**src/erng_pkg.sv**
```systemverilog
// ----------------------------------------------------------------------------
// erng_pkg
// Shared types, register indexes, phase codes and arithmetic constants of the
// ultrasonic echo ranger.
// ----------------------------------------------------------------------------
package erng_pkg;

	// configuration port
	localparam int CFG_IDX_W  = 3;
	localparam int CFG_DATA_W = 24;

	localparam logic [CFG_IDX_W-1:0] REG_RUN_ENABLE = 3'd0;
	localparam logic [CFG_IDX_W-1:0] REG_ECHO_TMO   = 3'd1;
	localparam logic [CFG_IDX_W-1:0] REG_PRE_LOW    = 3'd2;
	localparam logic [CFG_IDX_W-1:0] REG_TRIG_PULSE = 3'd3;
	localparam logic [CFG_IDX_W-1:0] REG_REST_GAP   = 3'd4;

	// register reset values
	localparam logic        RST_RUN_ENABLE = 1'b1;
	localparam logic [15:0] RST_ECHO_TMO   = 16'd30000;
	localparam logic [7:0]  RST_PRE_LOW    = 8'd3;
	localparam logic [7:0]  RST_TRIG_PULSE = 8'd10;
	localparam logic [23:0] RST_REST_GAP   = 24'd100000;

	// measurement phases
	localparam logic [2:0] PH_PRE   = 3'd0;
	localparam logic [2:0] PH_PULSE = 3'd1;
	localparam logic [2:0] PH_RISE  = 3'd2;
	localparam logic [2:0] PH_HIGH  = 3'd3;
	localparam logic [2:0] PH_GAP   = 3'd4;
	localparam logic [2:0] PH_IDLE  = 3'd5;

	// distance = (width * 343 + 1000) / 2000 = ((n >> 4) * RECIP) >> RECIP_SH
	localparam logic [8:0]  SOUND_MUL  = 9'd343;
	localparam logic [24:0] ROUND_ADD  = 25'd1000;
	localparam int          RECIP_SH   = 28;
	localparam logic [21:0] RECIP      = 22'd2147484;
	localparam int          DIST_W     = 14;
	localparam logic [DIST_W-1:0] DIST_MAX = 14'd11239;

	typedef struct packed {
		logic        run_enable;
		logic [15:0] echo_tmo_us;
		logic [7:0]  pre_low_us;
		logic [7:0]  trig_pulse_us;
		logic [23:0] rest_gap_us;
	} erng_cfg_t;

	typedef struct packed {
		logic        trig_level;
		logic        sample_done;
		logic        timed_out;
		logic [31:0] seq_number;
		logic [15:0] echo_width_us;
	} erng_item_t;

endpackage

```
**src/erng_if.sv**
```systemverilog
// ----------------------------------------------------------------------------
// erng channel interfaces
// Valid/ready channels of the echo ranger: tick input, result output and
// configuration write.
// ----------------------------------------------------------------------------
interface erng_in_if;
	logic valid;
	logic ready;
	logic echo_level;

	modport source (output valid, output echo_level, input ready);
	modport sink   (input valid, input echo_level, output ready);
endinterface

interface erng_out_if;
	logic        valid;
	logic        ready;
	logic        trig_level;
	logic        sample_done;
	logic        timed_out;
	logic [31:0] seq_number;
	logic [15:0] echo_width_us;
	logic [13:0] range_mm;

	modport source (output valid, output trig_level, output sample_done, output timed_out,
		output seq_number, output echo_width_us, output range_mm, input ready);
	modport sink   (input valid, input trig_level, input sample_done, input timed_out,
		input seq_number, input echo_width_us, input range_mm, output ready);
endinterface

interface erng_cfg_if;
	logic                            valid;
	logic                            ready;
	logic [erng_pkg::CFG_IDX_W-1:0]  index;
	logic [erng_pkg::CFG_DATA_W-1:0] data;

	modport source (output valid, output index, output data, input ready);
	modport sink   (input valid, input index, input data, output ready);
endinterface

```
**src/erng_cfg.sv**
```systemverilog
// ----------------------------------------------------------------------------
// erng_cfg
// Configuration register file; writes to unknown indexes are dropped.
// ----------------------------------------------------------------------------
module erng_cfg (
	input  logic               clk,
	input  logic               arst_n,
	erng_cfg_if.sink           cfg,
	output erng_pkg::erng_cfg_t regs
);
	import erng_pkg::*;

	erng_cfg_t regs_q;

	assign cfg.ready = 1'b1;
	assign regs      = regs_q;

	// update one register per transfer
	always_ff @(posedge clk or negedge arst_n) begin
		if (!arst_n) begin
			regs_q.run_enable    <= RST_RUN_ENABLE;
			regs_q.echo_tmo_us   <= RST_ECHO_TMO;
			regs_q.pre_low_us    <= RST_PRE_LOW;
			regs_q.trig_pulse_us <= RST_TRIG_PULSE;
			regs_q.rest_gap_us   <= RST_REST_GAP;
		end else if (cfg.valid && cfg.ready) begin
			case (cfg.index)
				REG_RUN_ENABLE: regs_q.run_enable    <= cfg.data[0];
				REG_ECHO_TMO:   regs_q.echo_tmo_us   <= cfg.data[15:0];
				REG_PRE_LOW:    regs_q.pre_low_us    <= cfg.data[7:0];
				REG_TRIG_PULSE: regs_q.trig_pulse_us <= cfg.data[7:0];
				REG_REST_GAP:   regs_q.rest_gap_us   <= cfg.data[23:0];
				default: ;
			endcase
		end
	end
endmodule

```
**src/erng_seq.sv**
```systemverilog
// ----------------------------------------------------------------------------
// erng_seq
// Measurement sequencer: steps the phase once per tick and registers the
// tick's trigger level and report into the first pipeline stage.
// ----------------------------------------------------------------------------
module erng_seq (
	input  logic                 clk,
	input  logic                 arst_n,
	input  erng_pkg::erng_cfg_t  regs,
	input  logic                 adv,
	input  logic                 in_valid,
	input  logic                 echo_level,
	output logic                 v_s1,
	output erng_pkg::erng_item_t item_s1
);
	import erng_pkg::*;

	logic [2:0]  phase_q;
	logic [23:0] tick_q;
	logic [31:0] seq_q;
	logic        valid_s1;
	erng_item_t  data_s1;

	logic [2:0]  ph;
	logic [23:0] tc;
	erng_item_t  res;
	logic        take;

	assign take    = in_valid && adv;
	assign v_s1    = valid_s1;
	assign item_s1 = data_s1;

	// resolve zero-length phases, then act on the phase this tick lands in
	always_comb begin
		ph  = phase_q;
		tc  = tick_q;
		res = '0;

		if (ph == PH_GAP && tc >= regs.rest_gap_us) begin
			ph = PH_IDLE;
			tc = '0;
		end
		if (!(ph inside {PH_PRE, PH_PULSE, PH_RISE, PH_HIGH, PH_GAP})) begin
			ph = PH_IDLE;
			if (regs.run_enable) begin
				ph = PH_PRE;
				tc = '0;
			end
		end
		if (ph == PH_PRE && tc >= {16'd0, regs.pre_low_us}) begin
			ph = PH_PULSE;
			tc = '0;
		end
		if (ph == PH_PULSE && tc >= {16'd0, regs.trig_pulse_us}) begin
			ph = PH_RISE;
			tc = '0;
		end

		case (ph)
			PH_PRE: begin
				tc = tc + 24'd1;
			end
			PH_PULSE: begin
				res.trig_level = 1'b1;
				tc = tc + 24'd1;
			end
			PH_RISE: begin
				if (tc >= {8'd0, regs.echo_tmo_us}) begin
					res.sample_done = 1'b1;
					res.timed_out   = 1'b1;
				end else if (echo_level) begin
					ph = PH_HIGH;
					tc = 24'd1;
				end else begin
					tc = tc + 24'd1;
				end
			end
			PH_HIGH: begin
				if (tc >= {8'd0, regs.echo_tmo_us}) begin
					res.sample_done = 1'b1;
					res.timed_out   = 1'b1;
				end else if (!echo_level) begin
					res.sample_done   = 1'b1;
					res.echo_width_us = tc[15:0];
				end else begin
					tc = tc + 24'd1;
				end
			end
			PH_GAP: begin
				tc = tc + 24'd1;
			end
			default: ;
		endcase

		if (res.sample_done) begin
			res.seq_number = seq_q;
			ph = PH_GAP;
			tc = '0;
		end
	end

	// advance phase state on each accepted tick
	always_ff @(posedge clk or negedge arst_n) begin
		if (!arst_n) begin
			phase_q <= PH_PRE;
			tick_q  <= '0;
			seq_q   <= '0;
		end else if (take) begin
			phase_q <= ph;
			tick_q  <= tc;
			if (res.sample_done) begin
				seq_q <= seq_q + 32'd1;
			end
		end
	end

	// first pipeline stage
	always_ff @(posedge clk or negedge arst_n) begin
		if (!arst_n) begin
			valid_s1 <= 1'b0;
		end else if (adv) begin
			valid_s1 <= in_valid;
		end
	end

	always_ff @(posedge clk) begin
		if (take) begin
			data_s1 <= res;
		end
	end
endmodule

```
**src/erng_dist.sv**
```systemverilog
// ----------------------------------------------------------------------------
// erng_dist
// Distance datapath: scales the echo width by the speed of sound, then
// divides by 2000 through a reciprocal multiply. Two pipeline stages.
// ----------------------------------------------------------------------------
module erng_dist (
	input  logic                        clk,
	input  logic                        arst_n,
	input  logic                        adv,
	input  logic                        v_s1,
	input  erng_pkg::erng_item_t        item_s1,
	output logic                        v_s3,
	output erng_pkg::erng_item_t        item_s3,
	output logic [erng_pkg::DIST_W-1:0] dist_s3
);
	import erng_pkg::*;

	logic [24:0]       scaled;
	logic [42:0]       prod;
	logic              valid_s2;
	logic              valid_s3;
	erng_item_t        data_s2;
	erng_item_t        data_s3;
	logic [20:0]       quot_in_s2;
	logic [DIST_W-1:0] dist_q_s3;

	// width * 343 + 1000, then drop the factor 16 of 2000
	assign scaled = {9'd0, item_s1.echo_width_us} * {16'd0, SOUND_MUL} + ROUND_ADD;

	// divide by 125 through the reciprocal
	assign prod = {22'd0, quot_in_s2} * {21'd0, RECIP};

	assign v_s3    = valid_s3;
	assign item_s3 = data_s3;
	assign dist_s3 = dist_q_s3;

	// stage valid bits
	always_ff @(posedge clk or negedge arst_n) begin
		if (!arst_n) begin
			valid_s2 <= 1'b0;
			valid_s3 <= 1'b0;
		end else if (adv) begin
			valid_s2 <= v_s1;
			valid_s3 <= valid_s2;
		end
	end

	// stage payloads
	always_ff @(posedge clk) begin
		if (adv) begin
			data_s2    <= item_s1;
			quot_in_s2 <= scaled[24:4];
			data_s3    <= data_s2;
			dist_q_s3  <= prod[RECIP_SH+DIST_W-1:RECIP_SH];
		end
	end
endmodule

```
**src/ultrasonic_echo_ranger_unit.sv**
```systemverilog
// A tick's result is registered in turn in the sequencer, scale and divide stages.
// Throughput: one tick per cycle; the three-stage pipeline (sequencer, scale,
// reciprocal divide) stalls as a whole only while a result waits for ready.
// Reset: arst_n clears the phase to the pre-low phase, the tick and sequence
// counters to zero, the registers to their defaults and empties the pipeline.
// ----------------------------------------------------------------------------
// ultrasonic_echo_ranger_unit
// Trigger/echo ranging sequencer with timeout, distance in millimeters.
// ----------------------------------------------------------------------------
module ultrasonic_echo_ranger_unit (
	input  logic        clk,
	input  logic        arst_n,
	erng_cfg_if.sink    cfg,
	erng_in_if.sink     tick,
	erng_out_if.source  result
);
	import erng_pkg::*;

	erng_cfg_t         regs;
	logic              adv;
	logic              v_s1;
	logic              v_s3;
	erng_item_t        item_s1;
	erng_item_t        item_s3;
	logic [DIST_W-1:0] dist_s3;

	// advance the pipeline when the output stage is empty or drained
	assign adv        = !v_s3 || result.ready;
	assign tick.ready = adv;

	erng_cfg u_cfg (
		.clk    (clk),
		.arst_n (arst_n),
		.cfg    (cfg),
		.regs   (regs)
	);

	erng_seq u_seq (
		.clk        (clk),
		.arst_n     (arst_n),
		.regs       (regs),
		.adv        (adv),
		.in_valid   (tick.valid),
		.echo_level (tick.echo_level),
		.v_s1       (v_s1),
		.item_s1    (item_s1)
	);

	erng_dist u_dist (
		.clk     (clk),
		.arst_n  (arst_n),
		.adv     (adv),
		.v_s1    (v_s1),
		.item_s1 (item_s1),
		.v_s3    (v_s3),
		.item_s3 (item_s3),
		.dist_s3 (dist_s3)
	);

	// drive the result channel
	assign result.valid         = v_s3;
	assign result.trig_level    = item_s3.trig_level;
	assign result.sample_done   = item_s3.sample_done;
	assign result.timed_out     = item_s3.timed_out;
	assign result.seq_number    = item_s3.seq_number;
	assign result.echo_width_us = item_s3.echo_width_us;
	assign result.range_mm      = dist_s3;
endmodule

```
**src/flat_wrapper.sv**
```systemverilog
// flat-port wrapper written by rule: the top's interface ports become plain ports
module ultrasonic_echo_ranger_unit_flat import erng_pkg::*;
  (clk, arst_n, cfg_valid, cfg_index, cfg_data, cfg_ready, tick_valid, tick_echo_level, tick_ready, result_valid, result_trig_level, result_sample_done, result_timed_out, result_seq_number, result_echo_width_us, result_range_mm, result_ready);
  erng_cfg_if cfg_i ();
  erng_in_if tick_i ();
  erng_out_if result_i ();
  input  logic clk;
  input  logic arst_n;
  input wire logic [$bits(cfg_i.valid)-1:0] cfg_valid;
  input wire logic [$bits(cfg_i.index)-1:0] cfg_index;
  input wire logic [$bits(cfg_i.data)-1:0] cfg_data;
  output wire logic [$bits(cfg_i.ready)-1:0] cfg_ready;
  input wire logic [$bits(tick_i.valid)-1:0] tick_valid;
  input wire logic [$bits(tick_i.echo_level)-1:0] tick_echo_level;
  output wire logic [$bits(tick_i.ready)-1:0] tick_ready;
  output wire logic [$bits(result_i.valid)-1:0] result_valid;
  output wire logic [$bits(result_i.trig_level)-1:0] result_trig_level;
  output wire logic [$bits(result_i.sample_done)-1:0] result_sample_done;
  output wire logic [$bits(result_i.timed_out)-1:0] result_timed_out;
  output wire logic [$bits(result_i.seq_number)-1:0] result_seq_number;
  output wire logic [$bits(result_i.echo_width_us)-1:0] result_echo_width_us;
  output wire logic [$bits(result_i.range_mm)-1:0] result_range_mm;
  input wire logic [$bits(result_i.ready)-1:0] result_ready;
  assign cfg_i.valid = cfg_valid;
  assign cfg_i.index = cfg_index;
  assign cfg_i.data = cfg_data;
  assign cfg_ready = cfg_i.ready;
  assign tick_i.valid = tick_valid;
  assign tick_i.echo_level = tick_echo_level;
  assign tick_ready = tick_i.ready;
  assign result_valid = result_i.valid;
  assign result_trig_level = result_i.trig_level;
  assign result_sample_done = result_i.sample_done;
  assign result_timed_out = result_i.timed_out;
  assign result_seq_number = result_i.seq_number;
  assign result_echo_width_us = result_i.echo_width_us;
  assign result_range_mm = result_i.range_mm;
  assign result_i.ready = result_ready;
  ultrasonic_echo_ranger_unit u_core (.clk(clk), .arst_n(arst_n), .cfg(cfg_i), .tick(tick_i), .result(result_i));
endmodule
```
**config.mk**
```make
export PLATFORM = sky130hd
export DESIGN_NAME = ultrasonic_echo_ranger_unit_flat
export DESIGN_NICKNAME = d
export VERILOG_FILES = /design/src/erng_pkg.sv /design/src/erng_if.sv /design/src/erng_cfg.sv /design/src/erng_seq.sv /design/src/erng_dist.sv /design/src/ultrasonic_echo_ranger_unit.sv /design/src/flat_wrapper.sv
export SDC_FILE = /design/constraint.sdc
export NUM_CORES = 1
export LEC_CHECK = 0
export BUFFER_PORTS_ARGS = -buffer_cell sky130_fd_sc_hd__clkbuf_2
export CAP_MARGIN = 5
export CORE_MARGIN = 3
export CORE_UTILIZATION = 51
export CTS_CLUSTER_SIZE = 14
export DETAILED_ROUTE_END_ITERATION = 7
export PLACE_DENSITY = 0.71
export SLEW_MARGIN = 10
export SYNTH_ARGS = -nofsm -noshare
export SYNTH_HDL_FRONTEND = slang
export SYNTH_SLANG_ARGS = --single-unit
```
**constraint.sdc**
```tcl
create_clock -name clk -period 8.54 [get_ports clk]
set_clock_uncertainty 0.15 [all_clocks]
set_input_delay 1.708 -clock clk [delete_from_list [all_inputs] [get_ports clk]]
set_output_delay 1.708 -clock clk [all_outputs]
set_load 0.01 [all_outputs]
```
; Word-level counts from Yosys, hierarchy flattened
; Index checks and enable logic that the tools add are counted.
; W data, S select, Z words.
[classes]
add_sub_neg = 3
n_mul = 2
order_cmp = 4
eq_ne = 14
n_mux = 26
n_bitwise = 1
reduce_logical = 19
[op_table]
columns = op, count
row1 = $mux W24, 10
row2 = $pmux W24 S3, 1
row3 = $ge A24 B8 Y1, 2
row4 = $mul A21 B20 Y40 const B, 1
row5 = $add A32 B1 Y32 const B, 1
row6 = $mux W3, 9
row7 = $add A25 B10 Y25 const B, 1
row8 = $mul A16 B9 Y25 const B, 1
row9 = $add A24 B1 Y24 const B, 1
row10 = $ge A24 B16 Y1, 1
row11 = $ge A24 B24 Y1, 1
row12 = $eq A3 B2 Y1 const B, 6
row13 = $eq A3 B1 Y1 const B, 4
row14 = $eq A3 B3 Y1 const B, 4
row15 = $logic_not A3 Y1, 4
row16 = $reduce_and A2 Y1, 6
row17 = $reduce_or A3 Y1, 2
row18 = $reduce_bool A5 Y1, 1
row19 = $logic_and A1 B1 Y1, 4
row20 = $mux W1, 4
row21 = $pmux W2 S2, 1
row22 = $mux W2, 1
row23 = $logic_not A1 Y1, 1
row24 = $logic_or A1 B1 Y1, 1
row25 = $not A1 Y1, 1
[word_totals]
regBits = 307
out_inout_bits = 68
elab_cells = 97

; Longest topological paths before layout
; Gate-level depths: netlist of run 1.
[logic_depth]
depth_word = 17
ltp_mapped = 41
ltp_nobuf = 39

; Modules after synthesis
; Synthesis of run 1 repeated with hierarchy kept, for this count alone.
[hier_totals]
hier_cells = 1969
area_unflattened_um2 = 22760.6
[by_module_without_submodules]
columns = module, n_inst, cells_per_inst, area_each_um2, seq_area_each_um2
row1 = erng_dist, 1, 1069, 13117.6, 4164.0
row2 = erng_seq, 1, 772, 7308.3, 3032.9
row3 = erng_cfg, 1, 127, 2328.5, 1448.9
row4 = ultrasonic_echo_ranger_unit, 1, 1, 6.3, 0.0

; Worst setup path before layout of run 1
; No wires, ideal clock.
[synth_timing]
path_type = reg-to-reg
from = register u_core.u_seq.tick_q[17]
to = register u_core.u_seq.tick_q[7]
setup_time_ps = 116
t_arrival_ps = 8388
slack_ps = -114
path_stages_with_launch = 40
period_less_slack_ps = 8654
cell_sequence = dfrtp_1 ha_1 a21o_1 a221o_1 a221oi_2 nand2_1 a21o_1 nand2b_1 clkbuf_1 clkbuf_1 and2_1 ha_1 o211a_1 a221o_1 a31oi_1 nor2_1 a21oi_1 nand3_1 (+4 left out) o22ai_1 o22a_1 nor3_1 o31ai_1 or2_2 ha_1 nand2b_1 a21o_1 a21o_1 a21oi_1 o21ai_0 nand4_1 a31o_2 o221ai_2 and2_1 buf_2 or4b_1 o311ai_0
[synth_via]
elab_chain_cells = 17
elab_cells_between_ends = 40
cone_classes = add/sub (1) / order compare (4) / eq/ne (9) / mux (18) / reduce/logical (8)
[synth_rtl]
columns = element, line_no
row1 = from (decl), erng_seq.sv:19  ; logic [23:0] tick_q;
row2 = from (signal assigned), erng_seq.sv:110  ; tick_q <= tc;
row3 = $ge A24 B24 Y1, erng_seq.sv:39  ; if (ph == PH_GAP && tc >= regs.rest_gap_us) begin
row4 = $logic_and A1 B1 Y1, erng_seq.sv:39
row5 = $mux W3, erng_seq.sv:39
row6 = "$eq A3 B1 Y1, or another cell as far along", erng_seq.sv:43  ; if (!(ph inside {PH_PRE, PH_PULSE, PH_RISE, PH_HIGH, PH_GAP})) begin
row7 = $reduce_bool A5 Y1, erng_seq.sv:43
row8 = $mux W24 or $mux W3 (tied branches), erng_seq.sv:43
row9 = $ge A24 B8 Y1 or $logic_not A3 Y1 (tied branches), erng_seq.sv:50  ; if (ph == PH_PRE && tc >= {16'd0, regs.pre_low_us}) begin
row10 = $logic_and A1 B1 Y1, erng_seq.sv:50
row11 = $mux W24 or $mux W3 (tied branches), erng_seq.sv:50
row12 = $ge A24 B8 Y1 or $eq A3 B1 Y1 (tied branches), erng_seq.sv:54  ; if (ph == PH_PULSE && tc >= {16'd0, regs.trig_pulse_us}) begin
row13 = $logic_and A1 B1 Y1, erng_seq.sv:54
row14 = $mux W24, erng_seq.sv:54
row15 = $add A24 B1 Y24, n/a
row16 = "$mux W24, on equally long branches", "erng_seq.sv:82, erng_seq.sv:71"
row17 = "$mux W24, on equally long branches", "erng_seq.sv:79, erng_seq.sv:68"
row18 = $pmux W24 S3, erng_seq.sv:59  ; case (ph)
row19 = $mux W24 (*), erng_seq.sv:95  ; if (res.sample_done) begin
; Every way passes the cells marked *; elsewhere a longest branch is shown, timed or not.
; A chain may end at the register's enable or synchronous reset.

; Worst setup path in the final report of run 1
[layout_timing]
from = register u_core.u_cfg.regs_q (netlist bit u_core.u_cfg.regs[5])
to = register u_core.u_seq.tick_q[7]
[layout_via]
elab_chain_cells = 17
elab_cells_between_ends = 40
cone_classes = add/sub (1) / order compare (4) / eq/ne (9) / mux (18) / reduce/logical (8)
[layout_rtl]
columns = element, line_no
row1 = from (decl), erng_cfg.sv:13  ; erng_cfg_t regs_q;
row2 = $ge A24 B24 Y1 (*), erng_seq.sv:39
row3 = $logic_and A1 B1 Y1 (*), erng_seq.sv:39
row4 = $mux W3, erng_seq.sv:39
row5 = "$eq A3 B1 Y1, or another cell as far along", erng_seq.sv:43
row6 = $reduce_bool A5 Y1, erng_seq.sv:43
row7 = $mux W24 or $mux W3 (tied branches), erng_seq.sv:43
row8 = $ge A24 B8 Y1 or $logic_not A3 Y1 (tied branches), erng_seq.sv:50
row9 = $logic_and A1 B1 Y1, erng_seq.sv:50
row10 = $mux W24 or $mux W3 (tied branches), erng_seq.sv:50
row11 = $ge A24 B8 Y1 or $eq A3 B1 Y1 (tied branches), erng_seq.sv:54
row12 = $logic_and A1 B1 Y1, erng_seq.sv:54
row13 = $mux W24, erng_seq.sv:54
row14 = $add A24 B1 Y24, n/a
row15 = "$mux W24, on equally long branches", "erng_seq.sv:82, erng_seq.sv:71"
row16 = "$mux W24, on equally long branches", "erng_seq.sv:79, erng_seq.sv:68"
row17 = $pmux W24 S3, erng_seq.sv:59
row18 = $mux W24 (*), erng_seq.sv:95
; Marked as above.

==> flow_metrics.tcl, run 1 <==
set metrics [dict create \
    grt_util_all_layers_pct 22.7 \
    path_class "reg -> reg" \
    critPathLaunchType "flop" \
    dr.pass1.iters 5 \
    outcome "complete, no violations" \
    synth-async-reset-ratio_pct 38.8 \
    synthCells 1952 \
    nFillCells 3488 \
    worstMarginPinSlew_ps 1090 \
    placedCellCount 2620 \
    netlist_area_um2 22000 \
    synth_most_common_cell "inv_1" \
    vias 14995 \
    drt-initial-drc-count 861 \
    grt_pass1_vias 15580 \
    ys_types 85 \
    final_hold_viol_count 0 \
    hold_depth 0 \
    antenna_found_initial 0 \
    cts-buffers-inserted 35 \
    cap_violations 0 \
    setup_viol 0 \
    dieArea_um2 45600 \
    drcViolationCount 0 \
    synth_commonest_cells "inv_1, ha_1, edfxtp_1" \
    cts_tree "done" \
    hold_class "reg -> reg" \
    final_cells 2696 \
    cpMaxStageDelayCell "dfstp_2" \
    place.detailed.hpwl_um 39400 \
    syn_area_per_cell_um2 11.3 \
    io_buffers 99 \
    arrival_ps 8420 \
    vias_per_cell 5.56 \
    cp_common_cell "ha_1" \
    nNetsFinal 2631 \
    slew_headroom_pct 27.1 \
    ys_ff_latch 307 \
    drive_gt1_share_pct 14.5 \
    grt_max_degree 78 \
    rows 75 \
    r2r_start "u_core.u_cfg.regs[5]" \
    syn_to_final_growth_pct 13.1 \
    holdPathEnd "u_core.u_dist.data_s2[48]" \
    dieHeight_um 214 \
    worstHoldStart "u_core.u_seq.item_s1[48]" \
    yosys_warnings 0 \
    cp-end-kind "flop" \
    min_period_ps 8140 \
    htreeDepth 2 \
    synthTopCellsByArea "edfxtp_1, ha_1, fa_1, dfrtp_1, inv_1" \
    fmax_ghz 0.123 \
    period_share_pct 95.4 \
    ff2ff_setup_slack_ps 400 \
    cp_max_fo 9 \
    clk_pin_slew_ps 60 \
    clock_latency_ps 550 \
    grt_pass1_wl_um 81700 \
    r2r-end "u_core.u_seq.tick_q[7]" \
    ios 101 \
    synth_top_area_share_pct 25.7 \
    gp_congestion 1.02 \
    ant_nets 0 \
    cts-root-buf "clkbuf_16" \
    synth_ff_type "edfxtp_1" \
    start_util_pct 52.1 \
    grt-ovfl-total 0 \
    rsz0062_at_grt "true" \
    crit_required_ps 8810 \
    slowest_delay_ps 510 \
    yosysSeqAreaShare_pct 39.3 \
    wirelength_um 50400 \
    ff2ff_path_depth 37 \
    clockBufferDepth 3 \
    numClockSinks 307 \
    yosysTopAreaCell "edfxtp_1" \
    diodes 0 \
    coreArea_um2 42200 \
    wl_per_cell_um 18.7 \
    synth_edf_count 188 \
    syn_nets 2453 \
    finalMaxSlewViolations 0 \
    die_w_um 214 \
]
[registers in the layout, summed over array words and instances, names as in the netlist]
name / cells
u_core.u_cfg.regs: 57
u_core.u_seq.seq_q: 32
u_core.u_seq.phase_q: 3
u_core.u_dist.dist_s3: 14
u_core.u_seq.v_s1: 1
u_core.u_seq.item_s1: 51
u_core.u_dist.quot_in_s2: 21
u_core.u_seq.tick_q: 24
u_core.u_dist.item_s3: 51
u_core.u_dist.data_s2: 51
u_core.u_dist.v_s3: 1
u_core.u_dist.valid_s2: 1
[repair_timing]
action / 4_1_cts / 5_1_grt
hold buffers: 0 / 0
pin swaps: 1 / 12
setup endpoints to repair: 25 / 108
gates resized for setup: 2 / 34
setup buffers: 3 / 9
[per-stage QoR]
| step | area, um^2 | util [%] | worst slack [ps] | hold WS, ps | setup TNS (ps) |
|---|---|---|---|---|---|
| 3_5_place_dp | 23500 | 55.8 | -111 | 255 | -199 |
| 4_1_cts | 24600 | 58.4 | 1.31 | 265 | 0 |
| 2_1_floorplan | 22000 | - | 5.32 | 250 | 0 |
| 3_3_place_gp | 23500 | 55.8 | 139 | 252 | 0 |
| 5_1_grt | 24900 | 58.9 | -16.7 | 269 | -54.6 |
| 6_report | 24900 | 58.9 | 396 | 262 | 0 |
[layout make-up]
cell class,instances,area [um^2],share of cell area (%)
sequential,307,8650,34.8
timing repair buffer,179,1140,4.60
clock inverter,17,136,0.549
multi-input combinational,1258,12000,48.3
inverter,349,1310,5.27
tap,539,674,2.71
clock buffer,47,941,3.78
[metal layers]
| metal | routed length (um) | GRT usage (%) | up-vias | share of wire (%) |
|---|---|---|---|---|
| met2 | 24900 | 39.4 | 380 | 49 |
| met5 | 0 | 0 | - | 0 |
| li1 | - | - | 7121 | - |
| met1 | 21300 | 29.2 | 7378 | 42 |
| met3 | 2300 | 3.44 | 116 | 4.6 |
| met4 | 1900 | 8.30 | 0 | 3.8 |
[critical path, delay by kind of cell, from the launching register on]
kind,cells,cell delay (ps)
flip-flops,1,510
buffers and inverters,4,530
AND/OR/NAND/NOR,10,1660
adder cells (fa/ha/maj),4,1010
AO/OA/AOI/OAI,19,4140
[kinds of logic after synthesis]
group           Yosys count  share of synthesized area (%)
xor+xnor                 61                           2.43
fa+ha+maj               468                           31.8
buf+inv                 387                           6.73
other cells               1                         0.0171
simple gates            428                           10.1
compound gates          286                           8.87
mux                      14                          0.717
flops                   307                           39.3
[placed cells by master (no fill, tap or decap), drive strengths merged, types with 8 or more instances in the layout]
| master | instances |
|---|---|
| nor4 | 14 |
| nand2 | 121 |
| clkinv | 9 |
| xnor2 | 29 |
| inv | 354 |
| buf | 81 |
| a21o | 22 |
| nand3 | 33 |
| nand2b | 12 |
| a211oi | 11 |
| xor2 | 32 |
| nand4 | 26 |
| o21ai | 83 |
| nor2 | 80 |
| or3 | 11 |
| a2111oi | 10 |
| nor3 | 27 |
| o211ai | 15 |
| fa | 151 |
| mux2 | 14 |
| o21a | 14 |
| edfxtp | 188 |
| a31oi | 14 |
| ha | 317 |
| o311ai | 8 |
| a21oi | 45 |
| and2 | 20 |
| clkbuf | 145 |
| dfstp | 18 |
| dfrtp | 101 |
| and3 | 54 |
[worst max-delay path by stage]
stage                             from                     end  slack, ps
2_1_floorplan  u_core.u_seq.tick_q[17]  u_core.u_seq.tick_q[7]          5
6_report          u_core.u_cfg.regs[5]  u_core.u_seq.tick_q[7]        400
5_1_grt        u_core.u_seq.tick_q[19]  u_core.u_seq.seq_q[15]        -20
3_3_place_gp   u_core.u_seq.tick_q[19]  u_core.u_seq.tick_q[5]        140
3_5_place_dp      u_core.u_cfg.regs[7]  u_core.u_seq.seq_q[15]       -110
4_1_cts        u_core.u_seq.tick_q[17]  u_core.u_seq.tick_q[7]          1
Power of run 1 is left out: the tool's default activity adds up to more than one toggle a clock period on the data nets, which glitch-free logic cannot reach.
==> run 2, diff against run 1 <==
--- a/config.mk
+++ b/config.mk
@@ -5,13 +5,13 @@
 export SDC_FILE = /design/constraint.sdc
 export NUM_CORES = 1
 export LEC_CHECK = 0
-export BUFFER_PORTS_ARGS = -buffer_cell sky130_fd_sc_hd__clkbuf_2
 export CAP_MARGIN = 5
 export CORE_MARGIN = 3
 export CORE_UTILIZATION = 51
 export CTS_CLUSTER_SIZE = 14
 export DETAILED_ROUTE_END_ITERATION = 7
-export PLACE_DENSITY = 0.71
+export DONT_BUFFER_PORTS = 1
+export PLACE_DENSITY = 0.69
 export SLEW_MARGIN = 10
 export SYNTH_ARGS = -nofsm -noshare
 export SYNTH_HDL_FRONTEND = slang
==> run 2 against run 1 <==
Effect of this change:
- worst setup slack worse by 100 ps
- critical path depth down 1
- utilization down 1.1 points
- cell count down 4.1%
- wire length down 0.45%
- global-route usage down 0.16 points
- design area down 1.9%
- maximum frequency down 1.3%
- clock-buffer cell count down 2
- flip-flop and latch count unchanged
- sequential share of layout area up 0.67 points
- critical path type unchanged
- highest routed layer unchanged
==> flow_metrics.tcl, run 2 (synthesis results as in run 1) <==
set metrics [dict create \
    final_cells 2585 \
    critPathLaunchType "flop" \
    grt_max_degree 120 \
    path_class "reg -> reg" \
    final_cell_mix "inv_1, ha_1, edfxtp_1" \
    dieArea_um2 45600 \
    rows 75 \
    cpMaxStageDelayCell "dfstp_2" \
    wl_per_cell_um 19.4 \
    rsz0062_at_grt "true" \
    cts-buffers-inserted 34 \
    drcViolationCount 0 \
    fmax_ghz 0.121 \
    final_cell_area_um2 24400 \
    vias_per_cell 5.66 \
    nNetsFinal 2522 \
    antenna_found_initial 1 \
    io_buffers 0 \
    min_period_ps 8250 \
    crit_required_ps 8800 \
    grt-ovfl-total 0 \
    drive_gt1_share_pct 9.97 \
    outcome "complete, no violations" \
    place.detailed.hpwl_um 38900 \
    grt_pass1_vias 15076 \
    clockBufferDepth 3 \
    cts-root-buf "clkbuf_16" \
    clk_pin_slew_ps 60 \
    cts_tree "done" \
    cp_max_fo 7 \
    cts.hold.buffers_added 0 \
    ant_nets 0 \
    finalWorstSetupSlack_ps 292 \
    placedCellCount 2518 \
    period_share_pct 96.6 \
    pre_cts_ws_ps -496 \
    cp-end-kind "flop" \
    slowest_delay_ps 520 \
    die_w_um 214 \
    hold_class "reg -> reg" \
    dieHeight_um 214 \
    dr.pass1.iters 8 \
    worstMarginPinSlew_ps 1120 \
    cp_common_cell "ha_1" \
    final_util_pct 57.8 \
    arrival_ps 8500 \
    syn_to_final_growth_pct 11.0 \
    vias 14627 \
    coreArea_um2 42200 \
    slew_headroom_pct 25.3 \
    place_area_um2 23000 \
    setup_viol 0 \
    drt-initial-drc-count 1059 \
    start_util_pct 52.1 \
    gp_congestion 1.02 \
    grt_util_all_layers_pct 22.6 \
    htreeDepth 2 \
    grt_pass1_wl_um 80400 \
    ios 101 \
    finalMaxSlewViolations 0 \
    numClockSinks 307 \
    wirelength_um 50200 \
    diodes 0 \
    clock_latency_ps 550 \
    cap_violations 0 \
    layout_commonest_cell "inv_1" \
    largest_register_ffs 57 \
    final_hold_viol_count 0 \
]
==> run 2: changes by cell type in the layout (fill, tap and decap cells not counted), moves of 3 or more <==
cell       before  now
clkbuf_2       98    0
buf_4          76   68
bufinv_16       0    4
a21oi_2         1    4
clkbuf_1       10    7
clkinv_2        5    2
nor4_2          4    7
==> run 2: critical path, delay by kind of cell (launching register included) <==
family / cells / cell delay, ps
buffers and inverters: 5 / 750
flip-flops: 1 / 520
AO/OA/AOI/OAI: 20 / 4390
AND/OR/NAND/NOR: 7 / 1230
adder cells (fa/ha/maj): 4 / 1040
==> run 2: routing by layer <==
layer | GRT usage [%] | wire, um | up-vias
li1 | - | - | 6899
met1 | 29.0 | 20900 | 7157
met2 | 39.2 | 24600 | 428
met3 | 3.70 | 2620 | 143
met4 | 7.68 | 2010 | 0
met5 | 0 | 0 | -
==> run 2: area by class of cell <==
type	count	area [um^2]
fillers	3493	17800
multi-input cells	1258	12000
flip-flops and latches	307	8650
inverters	349	1310
clock buffers	45	943
well taps	539	674
repair buffers	71	571
clock inverters	16	241
==> run 2: timing repair <==
item,4_1_cts,5_1_grt
setup endpoints to repair,48,101
buffers inserted,0,6
pin swaps,0,9
endpoints found under the hold margin,0,0
gates resized for setup,9,24
==> run 2: final timing paths <==
check	from	end	slack [ps]	cells after the start
max	u_core.u_cfg.regs[15]	u_core.u_seq.tick_q[7]	290	36
min	u_core.u_seq.item_s1[24]	u_core.u_dist.data_s2[24]	260	0
max reg2reg	u_core.u_cfg.regs[15]	u_core.u_seq.tick_q[7]	290	36
min reg2reg	u_core.u_seq.item_s1[24]	u_core.u_dist.data_s2[24]	260	0
max in group asynchronous	arst_n	u_core.u_cfg.regs[48]	7290	0
min in group asynchronous	arst_n	u_core.u_cfg.regs[21]	700	0
==> run 2: per-stage QoR <==
stage	setup TNS, ps	hold slack (ps)
2_1_floorplan	0	250
3_3_place_gp	-628	254
3_5_place_dp	-3610	255
4_1_cts	0	264
5_1_grt	-153	271
6_report	0	263
Power of run 2 is left out for the same reason.
